**config.mk**
```make
export PLATFORM = sky130hd
export DESIGN_NAME = key_chord_matcher_with_cooldown
export DESIGN_NICKNAME = d
export VERILOG_FILES = /design/src/rtl/core/kcm_pkg.sv /design/src/rtl/core/kcm_cell.sv /design/src/rtl/core/key_chord_matcher_with_cooldown.sv
export SDC_FILE = /design/constraint.sdc
export NUM_CORES = 2
export LEC_CHECK = 0
export BUFFER_PORTS_ARGS = -buffer_cell sky130_fd_sc_hd__buf_4
export CAP_MARGIN = 10
export CELL_PAD_IN_SITES_DETAIL_PLACEMENT = 1
export CELL_PAD_IN_SITES_GLOBAL_PLACEMENT = 1
export CORE_MARGIN = 4
export CORE_UTILIZATION = 45
export DETAILED_ROUTE_END_ITERATION = 10
export PLACE_DENSITY = 0.72
export SYNTH_ARGS = -nofsm -noshare
export SYNTH_HDL_FRONTEND = slang
export SYNTH_SLANG_ARGS = --single-unit
```
**constraint.sdc**
```tcl
create_clock -name aclk -period 12.5 [get_ports aclk]
set_input_delay 1.25 -clock aclk [delete_from_list [all_inputs] [get_ports aclk]]
set_output_delay 1.25 -clock aclk [all_outputs]
set_load 0.05 [all_outputs]
```
**src/rtl/core/kcm_pkg.sv**
```systemverilog
// kcm_pkg: shared types and constants for the key chord matcher.
// Used by kcm_cell and key_chord_matcher_with_cooldown; no dependencies.
package kcm_pkg;

    localparam int MAX_CHORDS  = 16;
    localparam int KEY_W       = 32;
    localparam int IDX_W       = 4;
    localparam int TIMER_W     = 8;
    localparam int CFG_IDX_W   = 1;
    localparam int CFG_DATA_W  = 8;
    localparam int S_TDATA_W   = 72;
    localparam int M_TDATA_W   = 72;
    localparam int S_TUSER_W   = 2;

    typedef enum logic [CFG_IDX_W-1:0] {
        CFG_ENABLE  = 1'b0,
        CFG_TIMEOUT = 1'b1
    } cfg_reg_t;

    typedef enum logic {
        FUNC_SCAN  = 1'b0,
        FUNC_WRITE = 1'b1
    } func_t;

    typedef enum logic [1:0] {
        ST_IDLE,
        ST_WALK,
        ST_HOLD
    } state_t;

    // search token handed from cell to cell
    typedef struct packed {
        logic             valid;
        logic             done;
        logic             hit;
        logic [IDX_W-1:0] pos;
        logic [KEY_W-1:0] left;
        logic [KEY_W-1:0] right;
    } tok_t;

endpackage

```
**src/rtl/core/kcm_cell.sv**
```systemverilog
// kcm_cell: one chord table entry plus one stage of the search chain.
// Depends on kcm_pkg.
module kcm_cell (
    input  logic                 aclk,
    input  logic                 aresetn,
    input  logic                 wr_en,
    input  logic [kcm_pkg::KEY_W-1:0] wr_left,
    input  logic [kcm_pkg::KEY_W-1:0] wr_right,
    input  kcm_pkg::tok_t        tok_in,
    output kcm_pkg::tok_t        tok_out
);
    import kcm_pkg::*;

    logic [KEY_W-1:0] left_reg;
    logic [KEY_W-1:0] right_reg;
    tok_t             tok_reg;
    tok_t             tok_next;

    always_ff @(posedge aclk) begin
        if (!aresetn) begin
            left_reg  <= '0;
            right_reg <= '0;
        end else if (wr_en) begin
            left_reg  <= wr_left;
            right_reg <= wr_right;
        end
    end

    always_comb begin
        tok_next = tok_in;
        if (tok_in.valid && !tok_in.done) begin
            if (left_reg == '0 && right_reg == '0) begin
                tok_next.done = 1'b1;
            end else if (left_reg == tok_in.left && right_reg == tok_in.right) begin
                tok_next.done = 1'b1;
                tok_next.hit  = 1'b1;
            end else begin
                tok_next.pos = tok_in.pos + IDX_W'(1);
            end
        end
    end

    always_ff @(posedge aclk) begin
        if (!aresetn) begin
            tok_reg <= '0;
        end else begin
            tok_reg <= tok_next;
        end
    end

    assign tok_out = tok_reg;

endmodule

```
**src/rtl/core/key_chord_matcher_with_cooldown.sv**
```systemverilog
// key_chord_matcher_with_cooldown: chord table search with fire cooldown.
// A firing scan's token passes the 16 cell registers, then the output register, to m_tvalid.
// A new scan is taken only once the walk through the MAX_CHORDS cell chain has ended;
// a table write, a disabled scan or a second-pass scan starts no walk and leaves s_tready
// high. A waiting result stalls input only when the next scan fires before it has left.
// Synchronous reset (aresetn low) clears table, cooldown timer and control regs, not data regs.
// Depends on kcm_pkg and kcm_cell.
module key_chord_matcher_with_cooldown (
    input  logic                              aclk,
    input  logic                              aresetn,
    // s_tdata: left_keys[31:0], right_keys[63:32], entry_index[67:64], zero pad
    input  logic [kcm_pkg::S_TDATA_W-1:0]     s_tdata,
    // s_tuser: func[0], second_pass[1]
    input  logic [kcm_pkg::S_TUSER_W-1:0]     s_tuser,
    input  logic                              s_tvalid,
    output logic                              s_tready,
    // m_tdata: chord_index[3:0], fired_left[35:4], fired_right[67:36], zero pad
    output logic [kcm_pkg::M_TDATA_W-1:0]     m_tdata,
    output logic                              m_tvalid,
    input  logic                              m_tready,
    input  logic                              cfg_valid,
    output logic                              cfg_ready,
    input  logic [kcm_pkg::CFG_IDX_W-1:0]     cfg_index,
    input  logic [kcm_pkg::CFG_DATA_W-1:0]    cfg_data
);
    import kcm_pkg::*;

    state_t               state_reg, state_next;
    logic                 enable_reg;
    logic [TIMER_W-1:0]   timeout_reg;
    logic [TIMER_W-1:0]   timer_reg, timer_next;
    tok_t                 hold_reg, hold_next;
    logic                 m_tvalid_reg, m_tvalid_next;
    logic [M_TDATA_W-1:0] m_tdata_reg, m_tdata_next;

    logic [KEY_W-1:0] in_left;
    logic [KEY_W-1:0] in_right;
    logic [IDX_W-1:0] in_idx;
    logic             in_write;
    logic             in_pass;
    logic             accept;
    logic             scan_go;
    logic             out_free;
    logic             fire;

    tok_t             chain [MAX_CHORDS+1];
    logic [MAX_CHORDS-1:0] wr_en;
    logic [MAX_CHORDS-1:0] tok_valids;

    assign in_left  = s_tdata[KEY_W-1:0];
    assign in_right = s_tdata[2*KEY_W-1:KEY_W];
    assign in_idx   = s_tdata[2*KEY_W+IDX_W-1:2*KEY_W];
    assign in_write = (func_t'(s_tuser[0]) == FUNC_WRITE);
    assign in_pass  = s_tuser[1];

    assign s_tready  = (state_reg == ST_IDLE);
    assign cfg_ready = 1'b1;
    assign accept    = s_tvalid && s_tready;
    assign scan_go   = accept && !in_write && enable_reg && !in_pass;
    assign out_free  = !m_tvalid_reg || m_tready;

    always_comb begin
        chain[0]       = '0;
        chain[0].valid = scan_go;
        chain[0].left  = in_left;
        chain[0].right = in_right;
    end

    for (genvar k = 0; k < MAX_CHORDS; k++) begin : g_cell
        assign wr_en[k]      = accept && in_write &&
                               ({1'b0, in_idx} == (IDX_W+1)'(k));
        assign tok_valids[k] = chain[k+1].valid;
        kcm_cell u_cell (
            .aclk     (aclk),
            .aresetn  (aresetn),
            .wr_en    (wr_en[k]),
            .wr_left  (in_left),
            .wr_right (in_right),
            .tok_in   (chain[k]),
            .tok_out  (chain[k+1])
        );
    end

    // timer here is the value after the tick's increment
    assign fire = chain[MAX_CHORDS].valid && chain[MAX_CHORDS].hit &&
                  (timer_reg == '0 || timer_reg >= timeout_reg || timeout_reg == '0);

    always_ff @(posedge aclk) begin
        if (!aresetn) begin
            enable_reg  <= 1'b0;
            timeout_reg <= '0;
        end else if (cfg_valid && cfg_ready) begin
            unique case (cfg_reg_t'(cfg_index))
                CFG_ENABLE:  enable_reg  <= cfg_data[0];
                CFG_TIMEOUT: timeout_reg <= cfg_data;
                default:     ;
            endcase
        end
    end

    always_ff @(posedge aclk) begin
        if (!aresetn) begin
            state_reg    <= ST_IDLE;
            timer_reg    <= '0;
            m_tvalid_reg <= 1'b0;
        end else begin
            state_reg    <= state_next;
            timer_reg    <= timer_next;
            m_tvalid_reg <= m_tvalid_next;
        end
    end

    always_ff @(posedge aclk) begin
        hold_reg    <= hold_next;
        m_tdata_reg <= m_tdata_next;
    end

    always_comb begin
        state_next    = state_reg;
        timer_next    = timer_reg;
        hold_next     = hold_reg;
        m_tdata_next  = m_tdata_reg;
        m_tvalid_next = m_tvalid_reg && !m_tready;
        unique case (state_reg)
            ST_IDLE: begin
                if (scan_go) begin
                    if (timer_reg != '0 && timer_reg < timeout_reg) begin
                        timer_next = timer_reg + TIMER_W'(1);
                    end
                    state_next = ST_WALK;
                end
            end
            ST_WALK: begin
                if (chain[MAX_CHORDS].valid) begin
                    if (fire) begin
                        timer_next = TIMER_W'(1);
                        hold_next  = chain[MAX_CHORDS];
                        if (out_free) begin
                            m_tvalid_next = 1'b1;
                            m_tdata_next  = M_TDATA_W'({chain[MAX_CHORDS].right,
                                                        chain[MAX_CHORDS].left,
                                                        chain[MAX_CHORDS].pos});
                            state_next    = ST_IDLE;
                        end else begin
                            state_next = ST_HOLD;
                        end
                    end else begin
                        state_next = ST_IDLE;
                    end
                end
            end
            ST_HOLD: begin
                if (out_free) begin
                    m_tvalid_next = 1'b1;
                    m_tdata_next  = M_TDATA_W'({hold_reg.right, hold_reg.left, hold_reg.pos});
                    state_next    = ST_IDLE;
                end
            end
            default: state_next = ST_IDLE;
        endcase
    end

    assign m_tvalid = m_tvalid_reg;
    assign m_tdata  = m_tdata_reg;

    // at most one search token in flight
    a_one_token: assert property (@(posedge aclk) disable iff (!aresetn)
        $onehot0(tok_valids))
        else $error("more than one token in the cell chain");

    a_tail_in_walk: assert property (@(posedge aclk) disable iff (!aresetn)
        chain[MAX_CHORDS].valid |-> state_reg == ST_WALK)
        else $error("token left the chain outside a walk");

    a_fire_restarts: assert property (@(posedge aclk) disable iff (!aresetn)
        fire && state_reg == ST_WALK |=> timer_reg == TIMER_W'(1))
        else $error("cooldown not restarted after firing");

    a_no_accept_busy: assert property (@(posedge aclk) disable iff (!aresetn)
        scan_go |=> state_reg == ST_WALK && !s_tready)
        else $error("request taken during a walk");

endmodule
```
==> out/metrics.cfg <==
[outcome]
outcome=complete, no violations

[critical_path]
r2r_start=g_cell[12].u_cell.right_reg[26]
r2r_cells=6
worst_setup_path_end_kind=register
start_kind=input port
crit_type=in2reg
reg2reg_slack_ns=9.07
path_max_fanout=149
cp.required_ns=13.24
cp_data_arrival_time_ns=4.45
worstReg2RegEnd=g_cell[12].u_cell.tok_out[65]

[power]
p_int_mw=12.1
p_comb_share_pct=5.0
swShare_pct=23.8
leakage_nw=40.5
power_frac_clock_pct=47.5
vdd_ir_drop_max_mv=0.113
p_per_area_mw_per_mm2=162
p_seq_share_pct=47.5
p_switching_mw=3.78
finalPower_mw=15.9

[cts]
cts_made_buffers=232
root_buffer=clkbuf_16
cts-hold-fix-buffers=0
clk_path_buf_depth=3
insertion_delay_ns=0.89
cts.htree.levels=4
cts_tree=done
cts_resized=0
cts.reportedPaths.clkPinSlew_ns=0.06
clock_sinks=2309
post_cts_buffers=0

[grt]
grt_pass1_wl_mm=490
grt_antenna_before_repair=31
grt_pass1_vias=68880
grt_max_degree=252
overflow=0
grt_use_total_pct=33.9

[logic_synthesis]
yosysSeqAreaShare_pct=55.0
yosysWarnings=0
synth_ff_type=dfxtp_1
synthesis.instances=9302
syn_area_mm2=0.0866
ys_seq_elements=2309
synthDistinctLibCells=57
async_flop_share_pct=0
synth_edf_count=136
synth_area_per_cell_um2=9.31

[finish]
nets=9339
post-route-util_pct=51.4
fin_area_mm2=0.0981
final_cell_mix=dfxtp_1, nand2_1, a21oi_1
area_growth_pct=13.3
drive_gt1_share_pct=8.72
largest_register_ffs=1129
final_common_cell=dfxtp_1

[die]
core_region_area_mm2=0.191
die-area_mm2=0.199
io-pin-count=163
die_w_um=447
die_height_um=447
rows=160
start_util_pct=45.4

[timing]
fin_skew_ns=0.0424
clock.fmax_mhz=269
finalHoldViolCount=0
fin_crit_sh_pct=29.7
fin_setup_tns_ns=0
maxSlewHeadroom_pct=15.4
setup_viol_count_final=0
rsz0062_at_grt=false
whs_ns=0.417
period_needed_ns=3.72
tightest_slew_ns=1.27
slew_viol_final=0

[detailed_routing]
wire_per_inst_um=29.0
wirelength_mm=346
vias=68309
drt_pre_antenna_iters=5
avgViaCountPerCell=5.71
postRouteAntennaNets=0
drc=0
detailedRoute.firstIterationViolations=7022

[min_path]
hold_end=hold_reg[44]
min_path_type=reg2reg
whs_path_depth=0
min_from=g_cell[15].u_cell.tok_out[44]

[job]
cap_violations=0

[placed_design]
routabilityCongestion=0.972
io_buffers=153
placed_cell_area_mm2=0.0897
hpwl_mm=245

==> metal layers <==
layer  share of wire [%]  GRT usage, %  vias up
li1                    -             -    30439
met1                  39          42.3    34170
met2                  46          54.2     2819
met3                 8.2          6.55      877
met4                 7.2          20.8        4
met5              0.0078             0        -
==> cell usage after synthesis, types with 3 or more instances <==
library cell | count | area share (%)
xnor2_1 | 192 | 1.9
nor3_1 | 15 | 0.087
or3b_2 | 11 | 0.11
o21ai_0 | 17 | 0.098
inv_1 | 27 | 0.12
buf_2 | 52 | 0.30
mux2i_1 | 54 | 0.62
nor2b_1 | 6 | 0.043
buf_6 | 6 | 0.078
nand2_2 | 8 | 0.058
mux2_2 | 68 | 0.88
and3_1 | 8 | 0.058
nor3b_1 | 26 | 0.23
or3_1 | 3 | 0.022
a21oi_1 | 1058 | 6.1
a21oi_2 | 10 | 0.10
ha_1 | 27 | 0.39
nor4_1 | 494 | 3.6
nor3_2 | 4 | 0.046
xor2_1 | 832 | 8.4
nor4_2 | 11 | 0.16
dfxtp_1 | 2173 | 50
buf_1 | 3 | 0.013
nand2b_1 | 42 | 0.30
o21a_1 | 3 | 0.026
buf_4 | 5 | 0.043
nand2_1 | 2141 | 9.3
and2_1 | 1043 | 7.5
nor2_1 | 44 | 0.19
nand3_1 | 35 | 0.20
nand3b_1 | 6 | 0.052
edfxtp_1 | 136 | 4.7
nand4_1 | 171 | 1.2
nor2_2 | 8 | 0.058
a31oi_1 | 6 | 0.043
nor4b_1 | 3 | 0.030
clkbuf_1 | 528 | 2.3
==> per-stage QoR <==
| stage | setup slack, ns | instances |
|---|---|---|
| after floorplan | 5.85 | 9305 |
| after global placement | 7.98 | 11501 |
| after detailed placement | 7.95 | 11501 |
| after CTS | 8.89 | 11933 |
| after global routing | 8.66 | 11940 |
| final | 8.78 | 11953 |
==> cells by family (layout without fill, tap and decap cells) <==
family                     count (synthesis)  after routing  share of synthesized area (%)
muxes                                    122            122                           1.51
xor gates and xnor gates                1024           1024                           10.4
buffers and inverters                    623            740                           2.85
DFF                                     2309           2309                           55.0
and+or+nand+nor                         4086           4086                           23.4
adders and majority gates                 27             27                          0.390
other                                      2             25                        0.00868
AOI/OAI and AO/OA                       1109           1109                           6.55
==> final cells by class <==
cell class,count,area [um2]
multi-input combinational,6373,36700
tap,2511,3140
inverter,29,116
timing repair buffer,279,2140
clock buffer,333,6830
antenna,20,50.0
fill,21346,92700
sequential,2309,47600
clock inverter,99,1510
==> worst max-delay path: stages <==
cell and delay [ns]:
buf_8 0.15, inv_8 0.63, buf_4 1.03, buf_4 0.88
a21o_1 0.14, a31oi_1 0.04
==> worst max-delay path by stage <==
stage	from	to	slack (ns)	cells after the start
finish	aresetn	timer_reg[0]	8.78	6
global route	aresetn	timer_reg[0]	8.66	6
CTS	aresetn	g_cell[14].u_cell.tok_out[68]	8.89	5
detailed placement	aresetn	timer_reg[0]	7.95	6
global placement	aresetn	timer_reg[0]	7.98	6
floorplan	timeout_reg[1]	m_tdata[0]	5.85	8
==> power by group through the flow <==
stage               sequential, mW  clock [mW]  combinational [mW]
finish                        7.55        7.53               0.792
global route                  7.55        7.92               0.806
CTS                           7.55        7.59               0.770
detailed placement            7.71           0               0.766
global placement              7.71           0               0.756
floorplan                     7.68           0               0.368
No activity file was read; power rests on OpenSTA's default activity.
